## src/rtl/core/stcf_pkg.sv

```systemverilog
// ----------------------------------------------------------------------------
// stcf_pkg
// Shared types, codes and byte tables for the Swedish text charset filter.
// ----------------------------------------------------------------------------
package stcf_pkg;

  // Input item and result item.
  typedef struct packed {
    logic [7:0] data_byte;
    logic       start_of_message;
  } in_item_t;

  typedef struct packed {
    logic [7:0] out_byte;
    logic       last_of_run;
  } out_item_t;

  // Character set modes. Codes 5 to 7 map nothing.
  typedef enum logic [2:0] {
    CS_NONE     = 3'd0,
    CS_UTF8     = 3'd1,
    CS_IBM437   = 3'd2,
    CS_LATIN1   = 3'd3,
    CS_MACROMAN = 3'd4
  } charset_e;

  // Register indexes on the configuration port (byte address / 4).
  localparam logic [1:0] REG_CHARSET_MODE = 2'd0;
  localparam logic [1:0] REG_ANSI_AWARE   = 2'd1;
  localparam logic [1:0] REG_PASS_BELL    = 2'd2;
  localparam logic [1:0] REG_ROT13_ENABLE = 2'd3;

  localparam logic [7:0] CH_BEL     = 8'h07;
  localparam logic [7:0] CH_LF      = 8'h0A;
  localparam logic [7:0] CH_CR      = 8'h0D;
  localparam logic [7:0] CH_ESC     = 8'h1B;
  localparam logic [7:0] CH_LBRACK  = 8'h5B;
  localparam logic [7:0] UTF8_LEAD  = 8'hC3;

  // Swedish letter slots; SW_NONE marks a byte that is none of them.
  localparam logic [2:0] SW_A_RING_LO  = 3'd0;
  localparam logic [2:0] SW_A_UML_LO   = 3'd1;
  localparam logic [2:0] SW_O_UML_LO   = 3'd2;
  localparam logic [2:0] SW_A_RING_UP  = 3'd3;
  localparam logic [2:0] SW_A_UML_UP   = 3'd4;
  localparam logic [2:0] SW_O_UML_UP   = 3'd5;
  localparam logic [2:0] SW_NONE       = 3'd6;

  // Result of translating one accepted byte.
  typedef struct packed {
    logic [1:0] count;
    logic [7:0] byte0;
    logic [7:0] byte1;
    logic       escape_pending;
    logic       inside_escape;
  } xlate_t;

  function automatic logic is_letter(input logic [7:0] b);
    return (b inside {[8'h41:8'h5A]}) || (b inside {[8'h61:8'h7A]});
  endfunction

  function automatic logic [7:0] rot13(input logic [7:0] b);
    logic [7:0] r;
    r = b;
    if ((b inside {[8'h41:8'h4D]}) || (b inside {[8'h61:8'h6D]})) begin
      r = b + 8'd13;
    end else if ((b inside {[8'h4E:8'h5A]}) || (b inside {[8'h6E:8'h7A]})) begin
      r = b - 8'd13;
    end
    return r;
  endfunction

  function automatic logic [2:0] swedish_index(input logic [7:0] b);
    logic [2:0] s;
    case (b)
      8'h7D:   s = SW_A_RING_LO;
      8'h7B:   s = SW_A_UML_LO;
      8'h7C:   s = SW_O_UML_LO;
      8'h5D:   s = SW_A_RING_UP;
      8'h5B:   s = SW_A_UML_UP;
      8'h5C:   s = SW_O_UML_UP;
      default: s = SW_NONE;
    endcase
    return s;
  endfunction

  function automatic logic [7:0] utf8_second(input logic [2:0] s);
    logic [7:0] r;
    case (s)
      SW_A_RING_LO: r = 8'hA5;
      SW_A_UML_LO:  r = 8'hA4;
      SW_O_UML_LO:  r = 8'hB6;
      SW_A_RING_UP: r = 8'h85;
      SW_A_UML_UP:  r = 8'h84;
      default:      r = 8'h96;
    endcase
    return r;
  endfunction

  function automatic logic [7:0] ibm437_byte(input logic [2:0] s);
    logic [7:0] r;
    case (s)
      SW_A_RING_LO: r = 8'd134;
      SW_A_UML_LO:  r = 8'd132;
      SW_O_UML_LO:  r = 8'd148;
      SW_A_RING_UP: r = 8'd143;
      SW_A_UML_UP:  r = 8'd142;
      default:      r = 8'd153;
    endcase
    return r;
  endfunction

  function automatic logic [7:0] latin1_byte(input logic [2:0] s);
    logic [7:0] r;
    case (s)
      SW_A_RING_LO: r = 8'd229;
      SW_A_UML_LO:  r = 8'd228;
      SW_O_UML_LO:  r = 8'd246;
      SW_A_RING_UP: r = 8'd197;
      SW_A_UML_UP:  r = 8'd196;
      default:      r = 8'd214;
    endcase
    return r;
  endfunction

  function automatic logic [7:0] macroman_byte(input logic [2:0] s);
    logic [7:0] r;
    case (s)
      SW_A_RING_LO: r = 8'd140;
      SW_A_UML_LO:  r = 8'd138;
      SW_O_UML_LO:  r = 8'd154;
      SW_A_RING_UP: r = 8'd129;
      SW_A_UML_UP:  r = 8'd128;
      default:      r = 8'd133;
    endcase
    return r;
  endfunction

endpackage

```

## src/rtl/core/stcf_xlate.sv

```systemverilog
// ----------------------------------------------------------------------------
// stcf_xlate
// Translates one byte: bell drop, CSI tracking, LF expansion, charset mapping
// and ROT13. Pure combinational; the caller holds the escape flags.
// ----------------------------------------------------------------------------
module stcf_xlate (
  input  stcf_pkg::in_item_t item_i,
  input  logic               escape_pending_i,
  input  logic               inside_escape_i,
  input  logic [2:0]         charset_mode_i,
  input  logic               ansi_aware_i,
  input  logic               pass_bell_i,
  input  logic               rot13_enable_i,
  output stcf_pkg::xlate_t   xlate_o
);

  logic [7:0] b;
  logic       pend;
  logic       ins;
  logic       ins_d;
  logic [2:0] sw;
  logic [7:0] byte0;
  logic [7:0] byte1;
  logic [1:0] count;

  assign b  = item_i.data_byte;
  assign sw = stcf_pkg::swedish_index(b);

  always_comb begin
    // Start of message clears escape tracking before this byte.
    pend  = escape_pending_i & ~item_i.start_of_message;
    ins   = inside_escape_i & ~item_i.start_of_message;
    ins_d = ins;
    byte0 = b;
    byte1 = stcf_pkg::CH_LF;
    count = 2'd1;
    xlate_o.escape_pending = 1'b0;

    if (b == stcf_pkg::CH_BEL && !pass_bell_i) begin
      // Drop the bell; keep sequence state, forget a pending ESC.
      count = 2'd0;
    end else begin
      if (ansi_aware_i) begin
        if (pend && b == stcf_pkg::CH_LBRACK) begin
          ins_d = 1'b1;
        end else if (ins && stcf_pkg::is_letter(b)) begin
          ins_d = 1'b0;
        end
        xlate_o.escape_pending = (b == stcf_pkg::CH_ESC);
      end else begin
        ins_d = 1'b0;
      end

      if (b == stcf_pkg::CH_LF) begin
        byte0 = stcf_pkg::CH_CR;
        byte1 = stcf_pkg::CH_LF;
        count = 2'd2;
      end else if (!ins_d && sw != stcf_pkg::SW_NONE) begin
        case (charset_mode_i)
          stcf_pkg::CS_UTF8: begin
            byte0 = stcf_pkg::UTF8_LEAD;
            byte1 = stcf_pkg::utf8_second(sw);
            count = 2'd2;
          end
          stcf_pkg::CS_IBM437:   byte0 = stcf_pkg::ibm437_byte(sw);
          stcf_pkg::CS_LATIN1:   byte0 = stcf_pkg::latin1_byte(sw);
          stcf_pkg::CS_MACROMAN: byte0 = stcf_pkg::macroman_byte(sw);
          default:               byte0 = b;
        endcase
      end
    end

    xlate_o.inside_escape = ins_d;
    xlate_o.count         = count;
    xlate_o.byte0         = rot13_enable_i ? stcf_pkg::rot13(byte0) : byte0;
    xlate_o.byte1         = rot13_enable_i ? stcf_pkg::rot13(byte1) : byte1;
  end

endmodule

```

## src/rtl/core/swedish_text_charset_filter_unit.sv

```systemverilog
// ----------------------------------------------------------------------------
// swedish_text_charset_filter_unit
// Swedish 7-bit text to terminal byte filter with an APB-style register port.
// ----------------------------------------------------------------------------
// Usage:
//   Input channel (in_valid_i/in_ready_o/in_data_i) takes one text byte per
//   transfer plus a start-of-message flag. Output channel
//   (out_valid_o/out_ready_i/out_data_o) gives zero, one or two terminal
//   bytes per input byte; last_of_run marks the final one of each run.
//   A dropped bell gives no output at all.
//   A byte passes from the input register to the result buffer, which
//   drives the output. Throughput: one output byte per cycle while
//   out_ready_i is high, set by the single output port of the two-entry
//   result buffer; a pair (CR LF or a UTF-8 letter) gives two bytes.
//   Stall: while the receiver holds out_ready_i low the result buffer holds
//   its bytes, one more input byte waits in the input register, and then
//   in_ready_o drops.
//   Reset: clears the configuration to zero (no mapping, ANSI tracking off,
//   bells dropped, ROT13 off), the escape flags and both buffers.
//   Configuration: registers at byte addresses 0, 4, 8 and 12; write only
//   while the block is idle. pready is always high.
// ----------------------------------------------------------------------------
module swedish_text_charset_filter_unit (
  input  logic                clk_i,
  input  logic                rst_ni,
  // Input channel
  input  logic                in_valid_i,
  output logic                in_ready_o,
  input  stcf_pkg::in_item_t  in_data_i,
  // Output channel
  output logic                out_valid_o,
  input  logic                out_ready_i,
  output stcf_pkg::out_item_t out_data_o,
  // Configuration port
  input  logic                psel,
  input  logic                penable,
  input  logic                pwrite,
  input  logic [3:0]          paddr,
  input  logic [31:0]         pwdata,
  output logic [31:0]         prdata,
  output logic                pready
);

  // Configuration registers
  logic [2:0] charset_mode_q;
  logic       ansi_aware_q;
  logic       pass_bell_q;
  logic       rot13_enable_q;
  logic       cfg_write;
  logic [1:0] cfg_index;

  // Input register
  logic                s1_valid_q;
  stcf_pkg::in_item_t  s1_data_q;
  logic                s1_move;
  logic                in_fire;

  // Escape tracking
  logic escape_pending_q;
  logic inside_escape_q;

  // Result buffer: up to two bytes, slot 0 is the head
  stcf_pkg::out_item_t [1:0] slot_q;
  logic [1:0]                cnt_q;
  logic [1:0]                cnt_d;
  logic                      pop;
  logic                      out_space;
  logic                      load;

  stcf_pkg::xlate_t xlate;

  // --------------------------------------------------------------------------
  // Configuration port
  // --------------------------------------------------------------------------
  assign pready    = 1'b1;
  assign cfg_index = paddr[3:2];
  assign cfg_write = psel & penable & pwrite & pready;

  always_ff @(posedge clk_i or negedge rst_ni) begin
    if (!rst_ni) begin
      charset_mode_q <= stcf_pkg::CS_NONE;
      ansi_aware_q   <= 1'b0;
      pass_bell_q    <= 1'b0;
      rot13_enable_q <= 1'b0;
    end else if (cfg_write) begin
      case (cfg_index)
        stcf_pkg::REG_CHARSET_MODE: charset_mode_q <= pwdata[2:0];
        stcf_pkg::REG_ANSI_AWARE:   ansi_aware_q   <= pwdata[0];
        stcf_pkg::REG_PASS_BELL:    pass_bell_q    <= pwdata[0];
        stcf_pkg::REG_ROT13_ENABLE: rot13_enable_q <= pwdata[0];
        default: ;
      endcase
    end
  end

  always_comb begin
    prdata = '0;
    case (cfg_index)
      stcf_pkg::REG_CHARSET_MODE: prdata[2:0] = charset_mode_q;
      stcf_pkg::REG_ANSI_AWARE:   prdata[0]   = ansi_aware_q;
      stcf_pkg::REG_PASS_BELL:    prdata[0]   = pass_bell_q;
      stcf_pkg::REG_ROT13_ENABLE: prdata[0]   = rot13_enable_q;
      default:                    prdata      = '0;
    endcase
  end

  // --------------------------------------------------------------------------
  // Translation of the byte held in the input register
  // --------------------------------------------------------------------------
  stcf_xlate u_xlate (
    .item_i           (s1_data_q),
    .escape_pending_i (escape_pending_q),
    .inside_escape_i  (inside_escape_q),
    .charset_mode_i   (charset_mode_q),
    .ansi_aware_i     (ansi_aware_q),
    .pass_bell_i      (pass_bell_q),
    .rot13_enable_i   (rot13_enable_q),
    .xlate_o          (xlate)
  );

  // --------------------------------------------------------------------------
  // Flow control
  // --------------------------------------------------------------------------
  assign pop       = out_valid_o & out_ready_i;
  // The buffer can take a fresh run if it is empty or drains this cycle.
  assign out_space = (cnt_q == 2'd0) | ((cnt_q == 2'd1) & out_ready_i);
  // A dropped byte needs no buffer space.
  assign s1_move   = s1_valid_q & ((xlate.count == 2'd0) | out_space);
  assign load      = s1_move & (xlate.count != 2'd0);
  assign in_ready_o = ~s1_valid_q | s1_move;
  assign in_fire    = in_valid_i & in_ready_o;

  always_ff @(posedge clk_i or negedge rst_ni) begin
    if (!rst_ni) begin
      s1_valid_q <= 1'b0;
    end else if (in_fire) begin
      s1_valid_q <= 1'b1;
    end else if (s1_move) begin
      s1_valid_q <= 1'b0;
    end
  end

  always_ff @(posedge clk_i) begin
    if (in_fire) begin
      s1_data_q <= in_data_i;
    end
  end

  // Advance the escape flags once per byte that leaves the input register.
  always_ff @(posedge clk_i or negedge rst_ni) begin
    if (!rst_ni) begin
      escape_pending_q <= 1'b0;
      inside_escape_q  <= 1'b0;
    end else if (s1_move) begin
      escape_pending_q <= xlate.escape_pending;
      inside_escape_q  <= xlate.inside_escape;
    end
  end

  // --------------------------------------------------------------------------
  // Result buffer
  // --------------------------------------------------------------------------
  always_comb begin
    if (load) begin
      cnt_d = xlate.count;
    end else begin
      cnt_d = cnt_q - {1'b0, pop};
    end
  end

  always_ff @(posedge clk_i or negedge rst_ni) begin
    if (!rst_ni) begin
      cnt_q <= 2'd0;
    end else begin
      cnt_q <= cnt_d;
    end
  end

  always_ff @(posedge clk_i) begin
    if (load) begin
      slot_q[0].out_byte    <= xlate.byte0;
      slot_q[0].last_of_run <= (xlate.count == 2'd1);
      slot_q[1].out_byte    <= xlate.byte1;
      slot_q[1].last_of_run <= 1'b1;
    end else if (pop) begin
      // Shift the second byte of a pair to the head.
      slot_q[0] <= slot_q[1];
    end
  end

  assign out_valid_o = (cnt_q != 2'd0);
  assign out_data_o  = slot_q[0];

endmodule

```

## config.mk

```make
export PLATFORM = sky130hd
export DESIGN_NAME = swedish_text_charset_filter_unit
export DESIGN_NICKNAME = d
export VERILOG_FILES = /design/src/rtl/core/stcf_pkg.sv /design/src/rtl/core/stcf_xlate.sv /design/src/rtl/core/swedish_text_charset_filter_unit.sv
export SDC_FILE = /design/constraint.sdc
export NUM_CORES = 1
export LEC_CHECK = 0
export BUFFER_PORTS_ARGS = -buffer_cell sky130_fd_sc_hd__buf_4
export CORE_MARGIN = 2
export CORE_UTILIZATION = 55
export DETAILED_ROUTE_END_ITERATION = 10
export PLACE_DENSITY = 0.86
export SYNTH_ARGS = -nofsm -noshare
export SYNTH_HDL_FRONTEND = slang
export SYNTH_SLANG_ARGS = --single-unit
```

## constraint.sdc

```tcl
create_clock -name clk_i -period 6.5 [get_ports clk_i]
set_clock_uncertainty 0.1 [all_clocks]
set_input_delay 1.3 -clock clk_i [delete_from_list [all_inputs] [get_ports clk_i]]
set_output_delay 1.3 -clock clk_i [all_outputs]
set_load 0.005 [all_outputs]
```

Word level (Yosys, flattened, before mapping)

Index checks and enable logic that the tools add are counted.
W data, S select, Z words.

Add/subtract/negate cells: 5
Order comparisons: 20
Equal/unequal tests: 23
Muxes and demuxes: 37
Bitwise gates (word level): 14
Reductions and logical operators: 33

Operators by type and width:

| kind                  | count |
|---|---|
| $mux W8               | 13 |
| $ge A8 B7 Y1 const B  | 10 |
| $le A8 B7 Y1 const B  | 10 |
| $pmux W6 S5           | 2 |
| $pmux W5 S5           | 2 |
| $eq A8 B7 Y1 const B  | 6 |
| $pmux W8 S4           | 1 |
| $mux W9               | 2 |
| $pmux W3 S6           | 1 |
| $add A8 B4 Y8 const B | 2 |
| $sub A8 B4 Y8 const B | 2 |
| $logic_and A1 B1 Y1   | 14 |
| $eq A3 B2 Y1 const B  | 4 |
| $mux W2               | 6 |
| $and A1 B1 Y1         | 9 |
| $mux W1               | 9 |
| $eq A8 B3 Y1 const B  | 1 |
| $eq A8 B4 Y1 const B  | 1 |
| $eq A8 B5 Y1 const B  | 1 |
| $reduce_and A2 Y1     | 4 |
| $reduce_bool A2 Y1    | 4 |
| $eq A2 B1 Y1 const B  | 3 |
| $eq A3 B1 Y1 const B  | 2 |
| $eq A3 B3 Y1 const B  | 2 |
| other kinds (10)      | 21 |

Bits in registers: 37
Input port bits: 52
Output and inout bits: 44
Logic and storage cells: 145

Longest topological paths before layout

Depth in word-level cells: 20
Mapped depth: 16
Gate-level depth less buffers: 14

By module

From an unflattened synthesis, not the netlist that was laid out.

Cell total of the unflattened synthesis: 303
Area, all modules: 2970.3 um^2

Modules (own cells, without submodules):

| module                           | instances | cells each | area each (um^2) | sequential area each (um^2) |
|---|---|---|---|---|
| swedish_text_charset_filter_unit | 1         | 124        | 1749.2           | 1056.0 |
| stcf_xlate                       | 1         | 179        | 1221.2           | 0.0 |

Least setup slack after synthesis

No wires, ideal clock.

Path kind: flip-flop to flip-flop
From: register charset_mode_q[0]
To: register slot_q, in the netlist out_data_o[3], data pin
Arrival: 3.399 ns
Data required time: 6.130 ns
Path slack: 2.730 ns
Stages on the path, launching flop included: 14
Path buffers: 0
Cell sequence: dfrtp_1 -> or3b_4 -> a221o_1 -> or2_4 -> o21a_1 -> mux2i_1 -> inv_1 -> ha_1 -> nor2b_1 -> o211ai_1 -> or3b_4 -> a31oi_4 -> a21o_1 -> a31oi_1

Longest elaborated chain between the ends: 12
Elaborated cells between the ends (all ways): 37
Classes of those cells: add/sub (2); order compare (8); eq/ne (4); mux (12); bitwise (3); reduce/logical (8)

Ends and longest elaborated chain:

| item                                                | line                                    | RTL |
|---|---|---|
| start, declared                                     | swedish_text_charset_filter_unit.sv:45  | `logic [2:0] charset_mode_q;` |
| start signal, assigned                              | swedish_text_charset_filter_unit.sv:81  | `charset_mode_q <= stcf_pkg::CS_NONE;` |
| start signal, assigned                              | swedish_text_charset_filter_unit.sv:87  | `stcf_pkg::REG_CHARSET_MODE: charset_mode_q <= pwdata[2:0];` |
| $eq A3 B3 Y1, or another cell as far along          | stcf_xlate.sv:59                        | `case (charset_mode_i)` |
| $pmux W8 S4                                         | stcf_xlate.sv:59                        |  |
| $mux W8                                             | stcf_xlate.sv:58                        | `end else if (!ins_d && sw != stcf_pkg::SW_NONE) begin` |
| $mux W8                                             | stcf_xlate.sv:54                        | `if (b == stcf_pkg::CH_LF) begin` |
| $mux W8                                             | stcf_xlate.sv:39                        | `if (b == stcf_pkg::CH_BEL && !pass_bell_i) begin` |
| $ge A8 B7 Y1 / $le A8 B7 Y1 (equally long branches) | stcf_pkg.sv:67                          | `end else if ((b inside {[8'h4E:8'h5A]}) \|\| (b inside {[8'h6E:8'h7A]})) begin` |
| $logic_and A1 B1 Y1                                 | stcf_pkg.sv:67                          |  |
| $logic_or A1 B1 Y1                                  | stcf_pkg.sv:67                          |  |
| $mux W8                                             | stcf_pkg.sv:67                          |  |
| $mux W8                                             | stcf_pkg.sv:65                          | `if ((b inside {[8'h41:8'h4D]}) \|\| (b inside {[8'h61:8'h6D]})) begin` |
| $mux W8                                             | stcf_xlate.sv:75                        | `xlate_o.byte0 = rot13_enable_i ? stcf_pkg::rot13(byte0) : byte0;` |
| $mux W9 (*)                                         | swedish_text_charset_filter_unit.sv:180 | `if (load) begin` |
| end, declared                                       | swedish_text_charset_filter_unit.sv:63  | `stcf_pkg::out_item_t [1:0] slot_q;` |

Every way passes the cells marked *; elsewhere a longest branch is shown, timed or not.
A chain may end at the register's enable or synchronous reset.

Final worst setup path

From: register s1_data_q[8] (netlist bit)
To: register slot_q, in the netlist out_data_o[1], data pin

Longest elaborated chain between the ends: 20
Elaborated cells between the ends (all ways): 66
Classes of those cells: add/sub (2); order compare (12); eq/ne (13); mux (19); bitwise (3); reduce/logical (17)

Ends and longest elaborated chain:

| item                                                | line                                    | RTL |
|---|---|---|
| start, declared                                     | swedish_text_charset_filter_unit.sv:54  | `stcf_pkg::in_item_t s1_data_q;` |
| start signal, assigned                              | swedish_text_charset_filter_unit.sv:145 | `s1_data_q <= in_data_i;` |
| $ge A8 B7 Y1 / $le A8 B7 Y1 (equally long branches) | stcf_pkg.sv:59                          | `return (b inside {[8'h41:8'h5A]}) \|\| (b inside {[8'h61:8'h7A]});` |
| $logic_and A1 B1 Y1                                 | stcf_pkg.sv:59                          |  |
| $logic_or A1 B1 Y1                                  | stcf_pkg.sv:59                          |  |
| $logic_and A1 B1 Y1                                 | stcf_xlate.sv:46                        | `end else if (ins && stcf_pkg::is_letter(b)) begin` |
| $mux W1                                             | stcf_xlate.sv:46                        |  |
| $mux W1                                             | stcf_xlate.sv:44                        | `if (pend && b == stcf_pkg::CH_LBRACK) begin` |
| $mux W1                                             | stcf_xlate.sv:43                        | `if (ansi_aware_i) begin` |
| $mux W1                                             | stcf_xlate.sv:39                        |  |
| [... 4 more ...]                                    | -                                       |  |
| $mux W8                                             | stcf_xlate.sv:39                        |  |
| $ge A8 B7 Y1 / $le A8 B7 Y1 (equally long branches) | stcf_pkg.sv:67                          |  |
| $logic_and A1 B1 Y1                                 | stcf_pkg.sv:67                          |  |
| $logic_or A1 B1 Y1                                  | stcf_pkg.sv:67                          |  |
| $mux W8                                             | stcf_pkg.sv:67                          |  |
| $mux W8                                             | stcf_pkg.sv:65                          |  |
| $mux W8                                             | stcf_xlate.sv:75                        |  |
| $mux W9 (*)                                         | swedish_text_charset_filter_unit.sv:180 |  |

Every way passes the cells marked *; elsewhere a longest branch is shown, timed or not. The select of a mux whose other input is x is not followed.

==> run summary <==
commonest non-fill, non-tap cell in the layout - buf_4
Max-Cap Viols - 0
flops & latches, synth - 35
Mean Syn Cell Area - 9.30 sq um
Cell Area, Synth - 2840 sq um
worst ir drop on vdd - 213 uV
Chip Width - 75.8 um
worst-skew pair later-pin latency - 0.29 ns
worst-margin pin slew - 0.629 ns
Synth Flop Type - edfxtp_1
vias in the first global route - 2129
Synth async-reset ratio - 31.4%
min Tclk post-route - 4.40 ns
I/O pin cnt - 96
Fin. Hold Viols - 0
Total Routing Usage GR - 22.9%
Setup-failing EPs final - 0
core box area - 5040 sq um
cell area after layout - 3020 sq um
detailed placement HPWL - 4640 um
routing usage on met2 - 39.2%
Final Max Slew Viols - 0
# clock sinks - 35
Starting Density - 56.2%
Placed Area - 2940 sq um
synth warn - 0
Pre-Repair DR Iteration Count - 4
Post-synth EDFFs - 24
CTS Hold Bufs - 0
CP max FO - 13
P_int - 525 uW
leakage - 0.00125 uW
post-CTS setup buffer count - 0
die area - 5740 sq um
global route hottest layer - met2
detailed-route via count - 2261
sequential share of power - 44.3%
clock root buffer - clkbuf_8
Max Freq - 0.227 GHz
most frequent cells in the layout - buf_4 (34), conb_1 (30), nand2_1 (29)
Comb pwr share - 37.2%
routed wire length - 6050 um
Clock transition at path regs - 0.07 ns
WP data arrival - 4.33 ns
pin count of the biggest net entering global routing - 17
Overflow after GRT - 0
Sw Ratio - 36.1%
Final period util - 67.8%
Layout area overhead - 6.44%
Die Span Y - 75.8 um
post-cts resize count - 0
grt met1 use - 29.4%
Antenna Cells - 0
Port Buf Inserts - 34
GR met3 Demand/Resource - 4.23%
PD cells - 272 nW/um^2
Slew headroom - 57.9%
CTS tree - done
Netlist cell types - 73
worst setup path category - register to register
wire length per cell - 15.3 um
clock buffer depth - 2
Post-DRT Antenna Nets - 0
Post-Synthesis Cells - 305
power share of the clock group - 18.4%
first-pass GRT wire length - 9890 um
total negative slack - 0 ns
min-delay worst type - register to register
RSZ-0062 raised after global routing - no
Initial DRC Count - 136
number of vias per cell - 5.74
Critical Path Source Type - register
status - complete, no violations
Core Util, Final - 59.9%
kind of end point of the critical path - register
worst endpoint required time - 6.42 ns
CTS Buf Count - 5
dpl ws - 2.14 ns
# rows - 26
initial antenna violation count - 0
drc violations - 0
layout cell share with drive strength beyond 1 - 22.2%
setup ws final - 2.10 ns
final layout net count - 380
Psw - 296 uW
H-tree Lvls - 2
Seq/Total Area, Yosys - 35.1%
RePlAce Congestion - 0.973
critical path: stages (launching register included):
cell      delay (ns)
edfxtp_1        0.60
or4_1           0.59
nor3_2          0.16
o21a_2          0.28
o21a_1          0.24
mux2i_1         0.53
inv_1           0.16
ha_1            0.28
nor2b_1         0.15
o211ai_1        0.11
or3b_4          0.44
a31oi_4         0.24
xnor2_1         0.16
o21ai_1         0.08
cell usage after synthesis, types with 3 or more instances:
library cell / count / area, sq um
o22ai_1: 3 / 18.8
and3_1: 7 / 43.8
edfxtp_1: 24 / 721
nand3_1: 10 / 50.1
nor2b_1: 4 / 25.0
nand2_1: 29 / 109
buf_2: 7 / 35.0
ha_1: 5 / 62.6
and3b_1: 3 / 26.3
clkbuf_1: 5 / 18.8
nor3_1: 4 / 20.0
buf_4: 39 / 293
a21oi_1: 12 / 60.1
nand4b_1: 3 / 26.3
and2_1: 4 / 25.0
dfrtp_1: 11 / 275
mux2_2: 6 / 67.6
nand2b_1: 3 / 18.8
inv_1: 11 / 41.3
a211oi_1: 3 / 22.5
nor3b_1: 3 / 22.5
o21ai_1: 3 / 15.0
o21ai_0: 10 / 50.1
nor2_1: 19 / 71.3
o211ai_1: 8 / 60.1
mux2i_1: 3 / 30.0
xnor2_1: 3 / 26.3
or2_2: 4 / 25.0
area by class of cell:
cell class / count / area, sq um
repair buffers: 34 / 255
multi-input cells: 235 / 1550
fillers: 457 / 2020
inverters: 12 / 45.0
well taps: 70 / 87.6
clock buffers: 6 / 72.6
clock inverters: 2 / 8.76
flip-flops and latches: 35 / 996
per-stage QoR:
stage / power (uW) / hold WS, ns / instances
5_1_grt: 877 / 0.425 / 394
2_1_floorplan: 603 / 0.341 / 333
4_1_cts: 821 / 0.399 / 394
6_report: 820 / 0.391 / 394
3_5_place_dp: 670 / 0.384 / 386
3_3_place_gp: 658 / 0.355 / 386
final timing paths:
check	from	end	slack [ns]	cells after the start
max	s1_data_q[8]	out_data_o[1]	2.10	13
min	escape_pending_q	escape_pending_q	0.39	2
max reg2reg	s1_data_q[8]	out_data_o[1]	2.10	13
min reg2reg	escape_pending_q	escape_pending_q	0.39	2
max in group asynchronous	rst_ni	escape_pending_q	5.40	1
min in group asynchronous	rst_ni	charset_mode_q[2]	0.74	1
flip-flops by register name, indices dropped and copies added (netlist names):
name,count
ansi_aware_q,1
charset_mode_q,3
cnt_q,2
escape_pending_q,1
inside_escape_q,1
out_data_o,9
pass_bell_q,1
rot13_enable_q,1
s1_data_q,9
s1_valid_q,1
slot_q,6
cells by family (layout without fill, tap and decap cells):
family	count (synthesis)	in the layout	synth area share (%)
DFF	35	35	35.1
xor gates and xnor gates	4	4	1.24
AOI/OAI and AO/OA	65	65	17.4
muxes	12	12	5.03
adders and majority gates	5	5	2.21
buffers and inverters	63	54	13.8
other	2	30	0.265
and+or+nand+nor	119	119	24.9
power by group through the flow:
| stage | logic [uW] | clock network (uW) | registers [uW] |
|---|---|---|---|
| finish | 305 | 151 | 364 |
| global route | 342 | 163 | 373 |
| CTS | 304 | 155 | 362 |
| detailed placement | 303 | 0 | 367 |
| global placement | 293 | 0 | 365 |
| floorplan | 269 | 0 | 334 |
per-layer routing:
metal	share of wire (%)	routed length, um
met1	42	2550
met2	48	2900
met3	8.2	498
met4	1.5	93
met5	0	0
No activity file was read; power rests on OpenSTA's default activity.
